$ cat src/hw/rtl/mbe_pkg.sv
// shared types, constants and helpers for the mandelbrot escape-time engine
package mbe_pkg;

    localparam int FRAC_BITS = 28;
    localparam int COL_W     = 12;
    localparam int CNT_W     = 20;
    localparam int CRD_W     = 32;
    localparam int Z_W       = 36;
    localparam int MUL_W     = 30;
    localparam int SQ_W      = 32;
    localparam int XY_W      = 33;
    localparam int SUM_W     = 48;
    localparam int CFG_IDX_W = 3;
    localparam int MAX_DIM   = 4096;

    localparam longint TWO_RAW_I  = 64'sd1 <<< (FRAC_BITS + 1);
    localparam longint FOUR_RAW_I = 64'sd1 <<< (FRAC_BITS + 2);

    localparam logic signed [Z_W-1:0]  TWO_RAW     = Z_W'(TWO_RAW_I);
    localparam logic signed [Z_W-1:0]  NEG_TWO_RAW = Z_W'(-TWO_RAW_I);
    localparam logic signed [XY_W-1:0] FOUR_RAW    = XY_W'(FOUR_RAW_I);

    localparam logic signed [Z_W-1:0] Z_MAX = {1'b0, {(Z_W-1){1'b1}}};
    localparam logic signed [Z_W-1:0] Z_MIN = {1'b1, {(Z_W-1){1'b0}}};

    typedef enum logic [CFG_IDX_W-1:0] {
        CFG_ITER_LIMIT  = 3'd0,
        CFG_LEFT_EDGE   = 3'd1,
        CFG_COLUMN_STEP = 3'd2,
        CFG_BOTTOM_EDGE = 3'd3,
        CFG_ROW_STEP    = 3'd4
    } t_cfg_idx;

    // controller to datapath
    typedef struct packed {
        logic load_pix;
        logic init;
        logic mul;
        logic step;
        logic out_load;
    } t_dp_cmd;

    // datapath to controller
    typedef struct packed {
        logic fine_esc;
        logic step_done;
    } t_dp_sts;

    function automatic logic signed [Z_W-1:0] sat_z(input logic signed [SUM_W-1:0] v);
        logic signed [Z_W-1:0] r;
        if (v > SUM_W'(Z_MAX)) begin
            r = Z_MAX;
        end else if (v < SUM_W'(Z_MIN)) begin
            r = Z_MIN;
        end else begin
            r = Z_W'(v);
        end
        return r;
    endfunction

endpackage

$ cat src/hw/rtl/mbe_ctrl.sv
// controller: sequences pixel load, c generation, iteration and result handoff
module mbe_ctrl
    import mbe_pkg::*;
(
    input  logic    i_clk,
    input  logic    i_rst_n,
    input  logic    i_in_valid,
    output logic    o_in_stall,
    output logic    o_out_valid,
    input  logic    i_out_stall,
    input  t_dp_sts i_sts,
    output t_dp_cmd o_cmd
);

    typedef enum logic [4:0] {
        ST_IDLE = 5'b00001,
        ST_CGEN = 5'b00010,
        ST_MUL  = 5'b00100,
        ST_STEP = 5'b01000,
        ST_FIN  = 5'b10000
    } t_state;

    t_state r_state;
    t_state n_state;
    logic   r_out_valid;
    logic   out_free;

    assign out_free = !r_out_valid || !i_out_stall;

    always_comb begin
        n_state = r_state;
        o_cmd   = '0;
        unique case (r_state)
            ST_IDLE: begin
                if (i_in_valid) begin
                    o_cmd.load_pix = 1'b1;
                    n_state        = ST_CGEN;
                end
            end
            ST_CGEN: begin
                o_cmd.init = 1'b1;
                n_state    = ST_MUL;
            end
            ST_MUL: begin
                o_cmd.mul = 1'b1;
                n_state   = ST_STEP;
            end
            ST_STEP: begin
                if (i_sts.fine_esc) begin
                    n_state = ST_FIN;
                end else begin
                    o_cmd.step = 1'b1;
                    n_state    = i_sts.step_done ? ST_FIN : ST_MUL;
                end
            end
            ST_FIN: begin
                if (out_free) begin
                    o_cmd.out_load = 1'b1;
                    n_state        = ST_IDLE;
                end
            end
            default: n_state = ST_IDLE;
        endcase
    end

    always_ff @(posedge i_clk) begin
        if (!i_rst_n) begin
            r_state     <= ST_IDLE;
            r_out_valid <= 1'b0;
        end else begin
            r_state <= n_state;
            if (o_cmd.out_load) begin
                r_out_valid <= 1'b1;
            end else if (!i_out_stall) begin
                r_out_valid <= 1'b0;
            end
        end
    end

    assign o_in_stall  = (r_state != ST_IDLE);
    assign o_out_valid = r_out_valid;

`ifndef SYNTH
    a_accept_to_cgen: assert property (@(posedge i_clk) disable iff (!i_rst_n)
        (i_in_valid && !o_in_stall) |=> (r_state == ST_CGEN))
        else $error("accepted pixel did not start c generation");

    a_mul_then_step: assert property (@(posedge i_clk) disable iff (!i_rst_n)
        (r_state == ST_MUL) |=> (r_state == ST_STEP))
        else $error("product stage not followed by update");

    a_result_from_fin: assert property (@(posedge i_clk) disable iff (!i_rst_n)
        $rose(r_out_valid) |-> $past(r_state == ST_FIN))
        else $error("result raised outside finish state");
`endif

endmodule
$ cat config.mk
export PLATFORM = sky130hd
export DESIGN_NAME = mbe_ctrl
export DESIGN_NICKNAME = d
export VERILOG_FILES = /design/src/hw/rtl/mbe_pkg.sv /design/src/hw/rtl/mbe_ctrl.sv
export SDC_FILE = /design/constraint.sdc
export NUM_CORES = 1
export LEC_CHECK = 0
export ABC_AREA = 1
export BUFFER_PORTS_ARGS = -buffer_cell sky130_fd_sc_hd__clkbuf_2
export CORE_AREA = 3 3 40 42
export CTS_BUF_LIST = sky130_fd_sc_hd__clkbuf_4
export CTS_CLUSTER_SIZE = 25
export DETAILED_ROUTE_END_ITERATION = 6
export DIE_AREA = 0 0 43 45
export SKIP_CTS_REPAIR_TIMING = 1
export SLEW_MARGIN = 20
export SYNTH_ARGS = -nofsm -noshare
export SYNTH_HDL_FRONTEND = slang
export SYNTH_SLANG_ARGS = --single-unit
$ cat constraint.sdc
create_clock -name i_clk -period 2.2 [get_ports i_clk]
set_input_delay 0.22 -clock i_clk [delete_from_list [all_inputs] [get_ports i_clk]]
set_output_delay 0.22 -clock i_clk [all_outputs]
set_load 0.05 [all_outputs]
==> out/qor.csv, run 1 <==
metric;value;unit
status;finished clean;
final net count;72;
period utilisation layout;0.6919;
Slew Viols, Final;0;
drt pass-1 iters;2;
grt total ovfl;0;
ANT nets after route;0;
TritonCTS Sinks;6;
largest net degree at the start of global routing;7;
Max Clock Freq;657.0;MHz
synthesis warning total;0;
Critical Path AT;1.30;ns
Post-synth top cells;nor2_1, inv_1, dfxtp_1, nand2_1, a21oi_1;
critical path endpoint category;primary output;
Clock Tree Buf Depth;2;
DR iter-0 viols;2;
first-pass GRT wire length;1076;µm
Crit-path slowest cell;dfxtp_1;
Worst-Margin Slew;0.2818;ns
area delta synth->final;29.67;%
GRT Total Usage;0.07423;
Hold Crit Class;input port to flip-flop;
number of global-route vias before repair;297;
Mapped Avg Cell Area;6.971;µm²
core box area;1285;µm²
Die Ht;45;µm
Starting Density;0.2658;
M3 GR Usage;0.03984;
worst path required time;1.98;ns
Total Power;290.8;µW
post-synthesis sequential area ratio;0.3516;
Leak;0.2062;nW
Startpoint Class;flip-flop;
CTS tree;done;
Routed WL;671;µm
GR Layer Usage met2;0.1287;
# port buffers;12;
Row Count;13;
Reg power frac;0.408;
fraction of layout cells with a size suffix above 1;0.4219;
Yosys top cell area share;0.3516;
number of distinct library cells after synthesis;11;
full die area;1935;µm²
Rel. slew slack;0.8129;
Top Usage Layer GRT;met2;
CP max stage delay;0.34;ns
switching pwr;93.43;µW
Ports;13;
post-place instance area;420.4;µm²
Yosys reg bits;6;
GP Congestion;0.7765;
Crit Path Max Fanout;3;
Comb power frac;0.262;
clock skew;0.001442;ns
Synth async-reset ratio;0;
peak supply drop;0.2593;mV
sequence of cells on the critical path;nor2_4 -> nand3_2 -> a21oi_1 -> clkbuf_2;
minimum clock period;1.522;ns
Seq. cell area;120.1;µm²
dpl hpwl;582.9;µm
Clk Latency, worst-skew pair;0.24;ns
syn nets;55;
internal power;197.4;µW
root buffer cell;clkbuf_4;
final setup vio count;0;
via/cell ratio;4.228;
Synth Flop Type;dfxtp_1;
Post-Synthesis Cells;49;
Max-Cap Viols;0;
RSZ-0062 raised after global routing;false;
area of the multi-input gates;191.4;µm²
die width;43;µm
Post-Syn Area;341.6;µm²
Finished Cell Area;442.9;µm²
Synth area leaders;dfxtp_1, nor2_1, nand3_2;
Pwr Density;656.5;nW/µm²
Worst Setup Path Type;flip-flop to primary output;
Filler cells;143;
top-count cell post-synth;nor2_1;
H-tree depth;1;
DR WL/cell;8.494;µm
Antenna diodes;0;
clock slew seen by the registers of the worst setup and hold paths;0.04;ns
clock share of power;0.330;
Switching Share;0.3213;
clock buffer count from CTS;3;
Hold Vio Cnt, Final;0;
met1 Resource Use GR;0.07990;
Setup Total Neg Slack;0;ns
DRC Markers;0;
Synth area leader;dfxtp_1;
vias;334;
initial antenna violation count;0;
EDFF count, synth;0;
## worst paths after layout
path                              end                     from  slack, ns  cells after the start
min           r_state[0]$_SDFFE_PN1P_                  i_rst_n       0.16                      2
min reg2reg  o_out_valid$_SDFFE_PN0P_  r_state[4]$_SDFFE_PN0P_       0.55                      2
max                          o_cmd[0]  r_state[2]$_SDFFE_PN0P_       0.68                      4
max reg2reg   r_state[0]$_SDFFE_PN1P_  r_state[0]$_SDFFE_PN1P_       1.19                      6
## power by group through the flow
stage	Clock (mW)	Combinational, mW	Sequential, mW
2_1_floorplan	0	0.0602	0.120
3_3_place_gp	0	0.0766	0.120
3_5_place_dp	0	0.0770	0.121
4_1_cts	0.0996	0.0773	0.119
5_1_grt	0.104	0.0846	0.119
6_report	0.0960	0.0762	0.119
## cells in the final DEF (no fill, tap or decap), drive strengths merged
cell type   n
nor3        4
inv         8
nand3       3
nand2       8
clkbuf     15
dfxtp       6
nor2       15
a21oi       5
## through the flow
step | instances | hold slack (ns) | worst slack (ns) | util
5_1_grt | 79 | 0.1662 | 0.5807 | 0.3447
4_1_cts | 79 | 0.1576 | 0.6695 | 0.3447
3_5_place_dp | 76 | 0.4057 | 0.9227 | 0.3272
3_3_place_gp | 76 | 0.4068 | 0.9480 | 0.3272
2_1_floorplan | 49 | 0.2923 | 0.3695 | -
6_report | 79 | 0.1620 | 0.6779 | 0.3447
## layout make-up
| type | instances | area share |
|---|---|---|
| Clock buffer | 3 | 0.05085 |
| Inverter | 8 | 0.06780 |
| Multi-Input combinational cell | 35 | 0.4322 |
| Sequential cell | 6 | 0.2712 |
| Tap cell | 15 | 0.04237 |
| Timing Repair Buffer | 12 | 0.1356 |
## per-layer routing
| metal | share of wire | up-vias |
|---|---|---|
| met5 | 0 | - |
| met4 | 0 | 0 |
| met3 | 0.067 | 0 |
| met2 | 0.46 | 13 |
| met1 | 0.47 | 138 |
| li1 | - | 183 |
## cells by family after synthesis
group                  after synthesis  share of synthesized area
flip-flops                           6                     0.3517
AO/OA/AOI/OAI                        5                    0.07325
AND/OR/NAND/NOR                     30                     0.4872
buffers and inverters                8                    0.08792
## registers in the layout, indices dropped and copies added, names as in the netlist
signal	count
o_out_valid	1
r_state	5
## worst max-delay path, delay by kind of cell (launching register included)
kind / cells / cell delay [ns]
flip-flops: 1 / 0.34
AND/OR/NAND/NOR: 2 / 0.30
buffers and inverters: 1 / 0.29
AO/OA/AOI/OAI: 1 / 0.14
(Power assumes the default switching activity.)
==> run 2, diff against run 1 <==
Settings changed: ABC_AREA 1 to 0.
Clock period 2.2 ns to 1.5 ns, I/O delays scaled along.
==> run 2 against run 1 <==
Global-route usage up 1.1 points. Die area unchanged. Hold slack better by 0.0088 ns. Critical path depth down 1. First-iteration DRC count up 50%. Cell area up 3.4%. Largest power group unchanged. Sequential share of layout area down 0.34 points. Largest cell class unchanged. Sequential cell count unchanged. Sequential power up 66%.
==> out/qor.csv, run 2 <==
metric;value;unit;change
reg-to-reg critical path endpoint;r_state[3]$_SDFFE_PN0P_;;
core box area;1285;µm²;unchanged
vias;330;;-1.2%
largest net degree at the start of global routing;8;;+1
EDFF count, synth;0;;unchanged
post-synthesis sequential area ratio;0.3825;;+0.03082
Switching Share;0.3681;;+0.04678
Max Clock Freq;697.8;MHz;
Comb power frac;0.351;;+0.089
area of the multi-input gates;205.2;µm²;+7.2%
clock skew;0.0007329;ns;-0.0007089 ns
flop2flop setup slack;0.24;ns;-0.95 ns
Register-to-Register Path Depth;4;;-2
dpl hpwl;565.1;µm;-3.1%
clock buffer count from CTS;3;;unchanged
worst path required time;1.35;ns;-0.63 ns
most common cell after layout, fill and taps aside;clkbuf_2;;
TritonCTS Sinks;6;;unchanged
Clock Tree Buf Depth;2;;unchanged
area delta synth->final;45.82;%;
Synth area leaders;dfxtp_1, and3_1, nor2_1;;
clock share of power;0.280;;-0.050
Critical R2R Launch;r_state[0]$_SDFFE_PN1P_;;
GRT Total Usage;0.08507;;+0.01084
Filler cells;149;;+4.2%
full die area;1935;µm²;unchanged
final setup vio count;0;;unchanged
Post-synth top cells;dfxtp_1, nor2_1, and3_1, nand2_1;;
status;finished clean;;
switching pwr;197.2;µW;+110%
Hold Vio Cnt, Final;0;;unchanged
most flop-heavy register;r_state;;
die width;43;µm;unchanged
Leak;0.2209;nW;+7.1%
Startpoint Class;flip-flop;;
minimum clock period;1.433;ns;
number of distinct library cells after synthesis;21;;+10
Post-Synthesis Cells;38;;-22%
H-tree depth;1;;unchanged
final net count;61;;-15%
Clk Latency, worst-skew pair;0.24;ns;about the same
Yosys reg bits;6;;unchanged
Synth Flop Type;dfxtp_1;;
DR iter-0 viols;3;;+1
top-count cell post-synth;dfxtp_1;;
Post-Syn Area;314.1;µm²;-8.1%
Die Ht;45;µm;unchanged
DR WL/cell;11.15;µm;+31%
ANT nets after route;0;;unchanged
Total Power;535.7;µW;+84%
period utilisation layout;0.9554;;
Routed WL;758;µm;+13%
number of global-route vias before repair;299;;+0.67%
root buffer cell;clkbuf_4;;
grt total ovfl;0;;unchanged
Pwr Density;1170;nW/µm²;+78%
Starting Density;0.2444;;-0.02142
commonest non-fill, non-tap cells in the layout;clkbuf_2, clkbuf_4, dfxtp_1;;
Worst Setup Path Type;flip-flop to primary output;;
Slew Viols, Final;0;;unchanged
Max-Cap Viols;0;;unchanged
Synth area leader;dfxtp_1;;
clock slew seen by the registers of the worst setup and hold paths;0.04;ns;about the same
synthesis warning total;0;;unchanged
Reg power frac;0.369;;-0.039
Critical Path AT;1.28;ns;-0.02 ns
syn nets;44;;-20%
Row Count;13;;unchanged
Rel. slew slack;0.8164;;+0.003476
via/cell ratio;4.853;;+15%
critical path endpoint category;primary output;;
Ports;13;;unchanged
internal power;338.5;µW;+72%
Antenna diodes;0;;unchanged
Setup Total Neg Slack;0;ns;unchanged
initial antenna violation count;0;;unchanged
final core occ;0.3564;;+0.01168
peak supply drop;0.4823;mV;+86%
Crit Path Max Fanout;7;;+4
Seq. cell area;122.6;µm²;+2.1%
Synth async-reset ratio;0;;unchanged
Worst-Margin Slew;0.2766;ns;-0.005235 ns
fraction of layout cells with a size suffix above 1;0.4340;;+0.01209
CTS tree;done;;
worst setup path start;r_state[3]$_SDFFE_PN0P_;;
max FFs per register;5;;unchanged
CP Capture Point;o_cmd[4];;
# port buffers;12;;unchanged
GP Congestion;0.7452;;-4.0%
drt pass-1 iters;3;;+1
Yosys top cell area share;0.3825;;+0.03082
DRC Markers;0;;unchanged
Hold Crit Class;input port to flip-flop;;
Mapped Avg Cell Area;8.265;µm²;+19%
first-pass GRT wire length;1193;µm;+11%
[run 2: changes by cell type in the layout (fill, tap and decap cells not counted), moves of 2 or more]
cell / delta
a21o_1: +2
a21oi_1: -4
and3_1: +3
buf_6: +3
clkbuf_2: -4
dfxtp_1: -2
dfxtp_2: +2
inv_1: -5
nand2_1: -3
nand2_2: -2
nand3_2: -2
nor2_1: -6
nor2_2: -3
nor3_1: -3
[run 2: stage by stage]
| stage | area, µm² | cells | setup slack, ns | hold slack, ns |
|---|---|---|---|---|
| global route | 457.9 | 68 | -0.008747 | 0.1865 |
| detailed placement | 399.1 | 65 | 0.1719 | 0.4313 |
| floorplan | 320.3 | 38 | 0.09344 | 0.2834 |
| global placement | 399.1 | 65 | 0.2083 | 0.4149 |
| CTS | 421.7 | 68 | -0.08743 | 0.1699 |
| finish | 457.9 | 68 | 0.06692 | 0.1708 |
[run 2: worst min-delay path by stage]
stage | end | from | depth (start not counted) | slack [ns]
2_1_floorplan | r_state[2]$_SDFFE_PN0P_ | i_rst_n | 1 | 0.28
3_3_place_gp | r_state[1]$_SDFFE_PN0P_ | i_in_valid | 2 | 0.41
3_5_place_dp | r_state[1]$_SDFFE_PN0P_ | i_in_valid | 2 | 0.43
4_1_cts | r_state[1]$_SDFFE_PN0P_ | i_in_valid | 2 | 0.17
5_1_grt | r_state[1]$_SDFFE_PN0P_ | i_in_valid | 2 | 0.19
6_report | r_state[1]$_SDFFE_PN0P_ | i_in_valid | 2 | 0.17
[run 2: cell type report]
type	instances	area share
sequential	6	0.2678
tap	15	0.04098
multi-input combinational	30	0.4481
inverter	2	0.01639
clock buffer	3	0.04918
timing repair buffer	12	0.1776
[run 2: worst max-delay path, stage by stage, from the launching register on]
cell and delay [ns]:
dfxtp_1 0.45, and4bb_2 0.27, and2_1 0.16, buf_6 0.15
[run 2: logic make-up after synthesis]
group                     after synthesis  synth area share
buffers and inverters                   2           0.02391
and+or+nand+nor                        19            0.3427
AOI/OAI and AO/OA                      10            0.2231
DFF                                     6            0.3825
xor gates and xnor gates                1           0.02789
[run 2: layer usage]
layer | GRT usage | share of wire | vias up
met4 | 0.05422 | 0.018 | 0
met3 | 0.03984 | 0.088 | 2
met1 | 0.1065 | 0.44 | 147
met5 | 0 | 0 | -
li1 | - | - | 168
met2 | 0.1168 | 0.45 | 13
[run 2: power by group through the flow]
stage	Clock (mW)	Combinational, mW	Sequential [mW]
after detailed placement	0	0.175	0.197
after CTS	0.155	0.176	0.194
after floorplan	0	0.135	0.196
after global routing	0.167	0.203	0.201
after global placement	0	0.173	0.197
final	0.150	0.188	0.198
==> run 3, diff against run 2 <==
Clock period 1.5 ns to 1.3 ns, I/O delays scaled along.
==> run 3 against run 2 <==
Final cell count grew 4.4%. Register-to-register slack worse by 0.17 ns. Sequential power grew 17%. Clock skew increased by 0.0016 ns. Clock-buffer cell count did not move. Via count grew 2.7%. Sequential cell count unchanged. The run now ends with negative setup slack left. Clock power is 15% higher. Utilization is 7.4 points higher. First-iteration DRC count rose to 4.0 times the previous value. Highest routed layer is now met3. Die area stayed put. Critical path type unchanged.
==> out/qor.csv, run 3 (synthesized netlist as in run 2, its figures left out) <==
metric;value;unit;change
status;finished with violations;;
failing checks;negative setup slack;;
DR iter-0 viols;12;;+9
Crit Path Max Fanout;3;;-4
Row Count;13;;unchanged
Hold Vio Cnt, Final;0;;unchanged
max FFs per register;5;;unchanged
Cell Count, Final, Fillers Out;71;;+4.4%
CTS tree;done;;
DR WL/cell;12.44;µm;+12%
drt pass-1 iters;4;;+1
Critical Path AT;1.26;ns;-0.02 ns
# port buffers;12;;unchanged
initial antenna violation count;0;;unchanged
Filler cells;130;;-13%
vias;339;;+2.7%
full die area;1935;µm²;unchanged
Max-Cap Viols;0;;unchanged
commonest non-fill, non-tap cells in the layout;clkbuf_2, buf_6, nand2_1, clkbuf_4, buf_8;;
grt total ovfl;0;;unchanged
Worst-Margin Slew;0.2752;ns;-0.001375 ns
Pwr Density;1248;nW/µm²;+6.7%
period utilisation layout;1.070;;
Total Power;690.2;µW;+29%
GRT Total Usage;0.09750;;+0.01243
core box area;1285;µm²;unchanged
Clk Latency, worst-skew pair;0.24;ns;about the same
H-tree depth;1;;unchanged
area delta synth->final;76.10;%;
Hold Crit Class;input port to flip-flop;;
most common cell after layout, fill and taps aside;clkbuf_2;;
clock slew seen by the registers of the worst setup and hold paths;0.05;ns;about the same
minimum clock period;1.392;ns;
Final WS setup;-0.09156;ns;-0.1585 ns
GP Congestion;0.6925;;-7.1%
ANT nets after route;0;;unchanged
placed insts;67;;+3.1%
Antenna diodes;0;;unchanged
die width;43;µm;unchanged
largest net degree at the start of global routing;8;;unchanged
Die Ht;45;µm;unchanged
Rel. slew slack;0.8173;;+0.0009130
Max Clock Freq;718.6;MHz;
root buffer cell;clkbuf_4;;
most flop-heavy register;r_state;;
peak supply drop;0.7488;mV;+55%
hold slack;0.1510;ns;-0.01975 ns
Starting Density;0.2444;;unchanged
TritonCTS Sinks;6;;unchanged
critical path endpoint category;primary output;;
clock skew;0.002301;ns;+0.001568 ns
clock buffer count from CTS;3;;unchanged
Startpoint Class;flip-flop;;
Leak;0.2459;nW;+11%
Clock Tree Buf Depth;2;;unchanged
RSZ-0062 raised after global routing;true;;
Slew Viols, Final;0;;unchanged
Worst Setup Path Type;flip-flop to primary output;;
final net count;64;;+4.9%
Ports;13;;unchanged
dpl hpwl;616.2;µm;+9.0%
via/cell ratio;4.775;;-1.6%
first-pass GRT wire length;1317;µm;+10%
number of global-route vias before repair;315;;+5.4%
fraction of layout cells with a size suffix above 1;0.5714;;+0.1375
pre-CTS WS;0.02702;ns;-0.1448 ns
Setup Total Neg Slack;-0.2660;ns;-0.2660 ns
DRC Markers;0;;unchanged
final setup vio count;6;;+6
worst path required time;1.17;ns;-0.18 ns
Routed WL;883;µm;+16%
==> run 3: cell count changes in the layout (fill, tap and decap cells not counted), moves of 2 or more <==
cell	delta
buf_4	+2
buf_8	+3
clkbuf_2	-2
dfxtp_1	-2
dfxtp_4	+2
==> run 3: cell type report <==
class                           instances  area, µm²  share of cell area
Multi-Input combinational cell         30      239.0              0.4321
Timing Repair Buffer                   15      135.1              0.2443
Sequential cell                         6      130.1              0.2353
Tap cell                               15      18.77             0.03394
Inverter                                2      7.507             0.01357
Clock buffer                            3      22.52             0.04072
==> run 3: per-stage QoR <==
stage,instance area [µm²],util
after floorplan,322.8,-
after global placement,416.7,0.3242
after detailed placement,416.7,0.3242
after CTS,439.2,0.3418
after global routing,553.0,0.4304
final,553.0,0.4304
==> run 3: power by group <==
part	switching, mW	internal, mW	leakage, nW
clock network	0.0675	0.104	0.0138
registers	0.0290	0.203	0.0507
logic	0.155	0.131	0.181
total	0.252	0.438	0.246
==> run 3: critical path: stages (launching register included) <==
cell and delay (ns):
dfxtp_1 0.35, nor2_4 0.11, and4bb_2 0.27, and2_4 0.15, buf_8 0.13
==> run 3: path summary, 6_finish.rpt <==
path                            startpoint                       end  slack, ns  cells past startpoint
setup / recovery   r_state[2]$_SDFFE_PN0P_                  o_cmd[4]      -0.09                      4
hold / removal                  i_in_valid   r_state[1]$_SDFFE_PN0P_       0.15                      2
setup reg to reg   r_state[2]$_SDFFE_PN0P_   r_state[3]$_SDFFE_PN0P_       0.07                      6
hold reg to reg   o_out_valid$_SDFFE_PN0P_  o_out_valid$_SDFFE_PN0P_       0.54                      2
==> run 3: metal layers <==
layer	vias to the layer above	track usage	wire [µm]
met5	-	0	0
met4	0	0.1265	0
met3	0	0.02789	61
met2	17	0.1228	430
met1	148	0.1159	391
li1	174	-	-
